File: src/hw/rtl/pva_pkg.sv
// ----------------------------------------------------------------------------
// pva_pkg
// Types and constants of the polyphonic voice allocator.
// ----------------------------------------------------------------------------
package pva_pkg;

  localparam int VOICES      = 16;
  localparam int VOICE_IDX_W = (VOICES > 1) ? $clog2(VOICES) : 1;
  localparam int STAMP_W     = 32;
  localparam int NOTE_W      = 7;
  localparam int MASK_W      = 16;

  // Release mask for all notes off: one bit for each voice that fits the field.
  localparam logic [MASK_W-1:0] ALL_MASK =
    (VOICES >= MASK_W) ? {MASK_W{1'b1}} : MASK_W'((64'd1 << VOICES) - 64'd1);

  localparam logic [1:0] OP_NOTE_ON  = 2'd0;
  localparam logic [1:0] OP_NOTE_OFF = 2'd1;
  localparam logic [1:0] OP_FINISHED = 2'd2;
  localparam logic [1:0] OP_ALL_OFF  = 2'd3;

  typedef struct packed {
    logic [1:0]        op;
    logic [NOTE_W-1:0] note;
    logic              has_sample;
    logic [3:0]        finished_voice;
  } in_word_t;

  typedef struct packed {
    logic              assigned;
    logic [3:0]        voice_index;
    logic              stolen;
    logic [NOTE_W-1:0] stolen_note;
    logic [MASK_W-1:0] release_mask;
  } out_word_t;

endpackage

File: src/hw/rtl/polyphonic_voice_allocator_unit.sv
// ----------------------------------------------------------------------------
// polyphonic_voice_allocator_unit
// Voice table with lowest-free allocation and oldest-voice stealing.
// ----------------------------------------------------------------------------
// A note on with a sample and a note off each run a scan: one sequencer
// walks the voice table one entry per cycle through a single 32-bit stamp
// comparator and note comparator, then, once the output register is free,
// writes back (note on only) and loads the result word. A voice-finished
// event, all notes off and a note on without a sample are answered straight
// from the idle state. Input words are taken only while the sequencer is
// idle and the output register is free or being emptied in the same cycle.
module polyphonic_voice_allocator_unit (
  input  logic              clk,
  input  logic              rst_n,
  input  logic              in_valid,
  output logic              in_stall,
  input  pva_pkg::in_word_t in_word,
  output logic              out_valid,
  input  logic              out_stall,
  output pva_pkg::out_word_t out_word
);

  localparam logic [1:0] ST_IDLE = 2'd0;
  localparam logic [1:0] ST_SCAN = 2'd1;
  localparam logic [1:0] ST_DONE = 2'd2;

  logic [1:0] state_r, state_nxt;

  logic [pva_pkg::VOICES-1:0]      voice_active_r, voice_active_nxt;
  logic [pva_pkg::NOTE_W-1:0]      voice_note_r  [pva_pkg::VOICES];
  logic [pva_pkg::STAMP_W-1:0]     voice_stamp_r [pva_pkg::VOICES];
  logic [pva_pkg::STAMP_W-1:0]     stamp_counter_r, stamp_counter_nxt;

  logic [1:0]                      op_r, op_nxt;
  logic [pva_pkg::NOTE_W-1:0]      note_r, note_nxt;
  logic [pva_pkg::VOICE_IDX_W-1:0] idx_r, idx_nxt;
  logic                            free_found_r, free_found_nxt;
  logic [pva_pkg::VOICE_IDX_W-1:0] free_idx_r, free_idx_nxt;
  logic [pva_pkg::VOICE_IDX_W-1:0] best_idx_r, best_idx_nxt;
  logic [pva_pkg::STAMP_W-1:0]     best_stamp_r, best_stamp_nxt;
  logic [pva_pkg::NOTE_W-1:0]      best_note_r, best_note_nxt;
  logic [pva_pkg::MASK_W-1:0]      mask_r, mask_nxt;

  logic                            out_valid_r, out_valid_nxt;
  pva_pkg::out_word_t              out_word_r, out_word_nxt;

  logic                            in_take;
  logic                            out_free;
  logic                            cur_active;
  logic [pva_pkg::NOTE_W-1:0]      cur_note;
  logic [pva_pkg::STAMP_W-1:0]     cur_stamp;
  logic                            scan_last;
  logic [pva_pkg::VOICE_IDX_W-1:0] pick_idx;
  logic                            wr_en;
  logic [pva_pkg::VOICE_IDX_W-1:0] fin_idx;
  logic                            fin_in_range;

  assign out_free  = !out_valid_r || !out_stall;
  assign in_stall  = (state_r != ST_IDLE) || !out_free;
  assign in_take   = in_valid && !in_stall;
  assign out_valid = out_valid_r;
  assign out_word  = out_word_r;

  // One table entry is looked at per cycle.
  assign cur_active = voice_active_r[idx_r];
  assign cur_note   = voice_note_r[idx_r];
  assign cur_stamp  = voice_stamp_r[idx_r];
  assign scan_last  = (idx_r == pva_pkg::VOICE_IDX_W'(pva_pkg::VOICES - 1));

  assign pick_idx     = free_found_r ? free_idx_r : best_idx_r;
  assign fin_in_range = (32'(in_word.finished_voice) < 32'(pva_pkg::VOICES));
  assign fin_idx      = pva_pkg::VOICE_IDX_W'(in_word.finished_voice);

  always_comb begin
    state_nxt         = state_r;
    voice_active_nxt  = voice_active_r;
    stamp_counter_nxt = stamp_counter_r;
    op_nxt            = op_r;
    note_nxt          = note_r;
    idx_nxt           = idx_r;
    free_found_nxt    = free_found_r;
    free_idx_nxt      = free_idx_r;
    best_idx_nxt      = best_idx_r;
    best_stamp_nxt    = best_stamp_r;
    best_note_nxt     = best_note_r;
    mask_nxt          = mask_r;
    out_valid_nxt     = out_valid_r && out_stall;
    out_word_nxt      = out_word_r;
    wr_en             = 1'b0;

    unique case (state_r)
      ST_IDLE: begin
        if (in_take) begin
          op_nxt         = in_word.op;
          note_nxt       = in_word.note;
          idx_nxt        = '0;
          free_found_nxt = 1'b0;
          mask_nxt       = '0;
          out_word_nxt   = '0;
          priority if (in_word.op == pva_pkg::OP_NOTE_OFF ||
                       (in_word.op == pva_pkg::OP_NOTE_ON && in_word.has_sample)) begin
            state_nxt = ST_SCAN;
          end else begin
            out_valid_nxt = 1'b1;
            if (in_word.op == pva_pkg::OP_ALL_OFF) begin
              out_word_nxt.release_mask = pva_pkg::ALL_MASK;
            end
            if (in_word.op == pva_pkg::OP_FINISHED && fin_in_range) begin
              voice_active_nxt[fin_idx] = 1'b0;
            end
          end
        end
      end

      ST_SCAN: begin
        if (!free_found_r && !cur_active) begin
          free_found_nxt = 1'b1;
          free_idx_nxt   = idx_r;
        end
        // Strict compare keeps the lowest index among equal stamps.
        if (idx_r == '0 || cur_stamp < best_stamp_r) begin
          best_idx_nxt   = idx_r;
          best_stamp_nxt = cur_stamp;
          best_note_nxt  = cur_note;
        end
        if (cur_active && cur_note == note_r) begin
          mask_nxt = mask_r | (pva_pkg::MASK_W'(1) << idx_r);
        end
        idx_nxt = idx_r + 1'b1;
        if (scan_last) begin
          state_nxt = ST_DONE;
        end
      end

      ST_DONE: begin
        if (out_free) begin
          state_nxt     = ST_IDLE;
          out_valid_nxt = 1'b1;
          out_word_nxt  = '0;
          if (op_r == pva_pkg::OP_NOTE_ON) begin
            wr_en                    = 1'b1;
            stamp_counter_nxt        = stamp_counter_r + 1'b1;
            voice_active_nxt[pick_idx] = 1'b1;
            out_word_nxt.assigned    = 1'b1;
            out_word_nxt.voice_index = 4'(pick_idx);
            out_word_nxt.stolen      = !free_found_r;
            out_word_nxt.stolen_note = free_found_r ? '0 : best_note_r;
          end else begin
            out_word_nxt.release_mask = mask_r;
          end
        end
      end

      default: begin
        state_nxt = ST_IDLE;
      end
    endcase
  end

  always_ff @(posedge clk) begin
    if (!rst_n) begin
      state_r         <= ST_IDLE;
      voice_active_r  <= '0;
      stamp_counter_r <= '0;
      out_valid_r     <= 1'b0;
    end else begin
      state_r         <= state_nxt;
      voice_active_r  <= voice_active_nxt;
      stamp_counter_r <= stamp_counter_nxt;
      out_valid_r     <= out_valid_nxt;
    end
  end

  // Note and stamp entries only matter for active voices, so they need no reset.
  always_ff @(posedge clk) begin
    op_r         <= op_nxt;
    note_r       <= note_nxt;
    idx_r        <= idx_nxt;
    free_found_r <= free_found_nxt;
    free_idx_r   <= free_idx_nxt;
    best_idx_r   <= best_idx_nxt;
    best_stamp_r <= best_stamp_nxt;
    best_note_r  <= best_note_nxt;
    mask_r       <= mask_nxt;
    out_word_r   <= out_word_nxt;
    if (wr_en) begin
      voice_note_r[pick_idx]  <= note_r;
      voice_stamp_r[pick_idx] <= stamp_counter_nxt;
    end
  end

endmodule

File: config.mk
export PLATFORM = sky130hd
export DESIGN_NAME = polyphonic_voice_allocator_unit
export DESIGN_NICKNAME = d
export VERILOG_FILES = /design/src/hw/rtl/pva_pkg.sv /design/src/hw/rtl/polyphonic_voice_allocator_unit.sv
export SDC_FILE = /design/constraint.sdc
export NUM_CORES = 1
export LEC_CHECK = 0
export ABC_AREA = 1
export BUFFER_PORTS_ARGS = -buffer_cell sky130_fd_sc_hd__buf_4
export CORE_MARGIN = 1.5
export CORE_UTILIZATION = 50
export DETAILED_ROUTE_END_ITERATION = 16
export PLACE_DENSITY = 0.73
export SYNTH_ARGS = -nofsm -noshare
export SYNTH_HDL_FRONTEND = slang
export SYNTH_SLANG_ARGS = --single-unit
File: constraint.sdc
create_clock -name clk -period 11.2 [get_ports clk]
set_clock_uncertainty 0.2 [all_clocks]
set_input_delay 0.56 -clock clk [delete_from_list [all_inputs] [get_ports clk]]
set_output_delay 0.56 -clock clk [all_outputs]
set_load 0.01 [all_outputs]
==> impl_results.md <==
* Status: finished clean
* DR WL/cell at 22.8 µm
* Via count at between 20000 and 25000
* Class of the worst hold path: in -> reg
* Worst Max-Slew Pin Slew at ~1.2 ns
* Grt ovf at 0
* Core area at 62900 µm²
* Top routing layer in use: met4
* Final Cycle Share at a little over half
* Footprint of the multi-input gates at ~7600 µm²
* Die W at approximately 250 µm
* Distinct cells, synth at 46
* GRT Total Usage at 24.1%
* Critical path required time at 11.22 ns
* Final Core Density at 56.6%
* Hold Violations, Final at 0
* Max-Cap Viols at 0
* Synth Area per Inst at around 13 µm²
* Critical path launch point type: flip-flop
* Setup violators final at 0
* Vias in the first global route at 20100
* CTS H-tree lvls at 3
* Post-DP HPWL at roughly 40000 µm
* Global-route wire length before repair at 118000 µm
* Pwr Density at 193 nW/µm²
* ANT nets after route at 0
* Min Tclk post-route at 5.98 ns
* Initial core utilization at 50.4%
* Initial antenna violation count at 0
* Syn Inst Count at between 2000 and 2500
* Most frequent cells in the layout: edfxtp_1, nor2_1, o21ai_0
* Layout cells sized above 1 at under 10%
* Bufs on Longest Clock Path at 3
* Root Driver: clkbuf_16
* Area delta synth->final at 12.2%
* Peak Freq at 167 MHz
* Largest net degree at the start of global routing at 189
* Area leader, netlist: edfxtp_1
* Max_slew headroom at roughly a fifth
* EDFF count, synth at 730
* RSZ-0062 raised after global routing: no
* CP endpoint kind: flip-flop
* Dominant cells by area after synthesis: edfxtp_1, o21ai_0, nor2_1
* Routed length on met3 at 6420 µm
* FF/Latch Area at ~23000 µm²
* Sequential share of the synthesized area at 72.6%
* Reg2reg setup slack at ~5.2 ns
* Setup total negative slack at 0 ns
* Met1 WL at 31200 µm
* Worst IR Drop VDD at 0.145 mV
* Slew Viols, Final at 0
* Placed cell count at roughly 3300
* Clk_lat worst skew at just over 0.6 ns
* Iter 0 DRT Violations at 2776
* Post-Synthesis Cell Area at between 30000 and 40000 µm²
* CP Max Fanout at 188
* Io pins at 49
* Fin nets at 2565
* GPL Wtd Cong at 0.853
* CTS tree: yes
* Async S/R FF share, synth at 0%
* Commonest non-fill, non-tap cell in the layout: edfxtp_1
* Filler cells at 4954
* Crit path DAT at 6.00 ns
* Min Hold Slack at 0.0839 ns
* DRC violations left at 0
* Critical path class: reg -> reg
* Antenna Cells at 0
* Leakage at 11.8 nW
* Drt first pass iters at 6
* Worst Setup EP: best_stamp_r[0]
* Port buffer count at between 40 and 50
* Post-synth top area share at 69.2%
* Post-route insts no fill at between 3000 and 4000
* Main synth FF type: edfxtp_1
* FF-to-FF End: best_stamp_r[0]
* Setup Buffers After CTS at 0
* WL final at 77900 µm
* Seq cells post-synth at 785
* Post-synth net total at 2543
* Worst reg-to-reg path cell count at 17
* DR WL met2 at 38100 µm
* Clk slew on worst S/H paths at 0.06 ns
* Cell row count at 92
* YS warnings at 0
* Via density at 6.00
* Die ar. at 64900 µm²
* Clock Sinks at 785
* Chip height at ~250 µm
* CTS buffer count at 77
==> sequential cells by signal, summed over array words and instances, names as in the netlist, named ones only <==
| name | flops |
|---|---|
| idx_r | 4 |
| best_note_r | 7 |
| op_r | 2 |
| mask_r | 16 |
| best_stamp_r | 32 |
| note_r | 7 |
| out_word | 29 |
| voice_stamp_r | 512 |
| best_idx_r | 4 |
| free_found_r | 1 |
| voice_active_r | 16 |
| voice_note_r | 112 |
| stamp_counter_r | 32 |
| free_idx_r | 4 |
| state_r | 2 |
| out_valid | 1 |
==> where the power goes <==
group	leakage (nW)	switching (mW)	internal, mW	total [mW]
clock	1.26	1.06	1.57	2.63
combinational	3.66	0.630	0.273	0.902
sequential	6.86	0.0730	3.26	3.33
total	11.8	1.77	5.10	6.87
==> Yosys cell counts, types with 4 or more instances <==
library cell  number
ha_1              38
nand2_1          163
a211oi_1           4
clkbuf_1         114
inv_1            148
inv_2              6
edfxtp_1         730
o22ai_1           49
o21a_1            13
xnor2_1            5
nor4_1             9
dfxtp_1           55
o211ai_1          46
xor2_1            21
nor2_4             4
buf_2             23
buf_1              5
nand3_1           81
nor2_1           397
nand4_1           12
or2_2              6
nor3_1            20
o21ai_0          339
o221ai_1         108
a21oi_1           56
==> cell type report <==
class / instances / share of cell area (%)
sequential: 785 / 64.8
multi-input combinational: 1398 / 21.4
clock buffer: 99 / 5.88
tap: 846 / 2.98
timing repair buffer: 88 / 1.96
inverter: 159 / 1.72
clock inverter: 36 / 1.28
==> what timing repair did <==
action | in CTS | in global routing
hold endpoints to repair | 10 | 0
gates resized for setup | 0 | 0
setup endpoints to repair | 0 | 0
hold buffers | 10 | 0
==> metal layers <==
metal  vias to the layer above  GRT usage [%]
li1                       9185              -
met1                     10100           32.2
met2                      1061           40.3
met3                       176           3.60
met4                         0           8.69
met5                         -              0
==> per-stage QoR <==
step           setup WS [ns]  instance area [µm²]  power (mW)
4_1_cts                 5.36                35600        6.89
3_5_place_dp            5.36                32900        4.28
5_1_grt                 4.85                35600        7.11
2_1_floorplan           5.86                31700        3.98
3_3_place_gp            5.50                32900        4.25
6_report                5.22                35600        6.87
==> kinds of logic after synthesis <==
group	count (synthesis)	synth area share [%]
compound gates	627	12.0
xor+xnor	27	0.770
fa+ha+maj	38	1.50
simple gates	706	9.37
buf+inv	304	3.75
flops	785	72.6
==> how the worst min path moves through the flow <==
stage / startpoint / endpoint / cells past startpoint
detailed placement: voice_active_r[8] / voice_active_r[8] / 1
floorplan: voice_active_r[11] / voice_active_r[11] / 1
CTS: in_valid / out_valid / 3
global route: in_valid / out_valid / 3
global placement: voice_active_r[8] / voice_active_r[8] / 1
finish: in_valid / out_valid / 3
==> critical path: stages, from the launching register on <==
cell      delay (ns)
dfxtp_4         0.65
buf_4           0.72
buf_12          0.64
o21ai_0         0.20
o221ai_1        0.27
o211ai_1        0.16
nand2_1         0.17
ha_1            0.26
a21oi_1         0.15
nor2_1          0.05
a211oi_1        0.18
nand2_1         0.19
nand2_1         0.10
nand2_1         0.09
nand2_1         0.12
nand2_1         0.10
a21oi_4         0.50
buf_4           0.59
(Power assumes the default switching activity.)
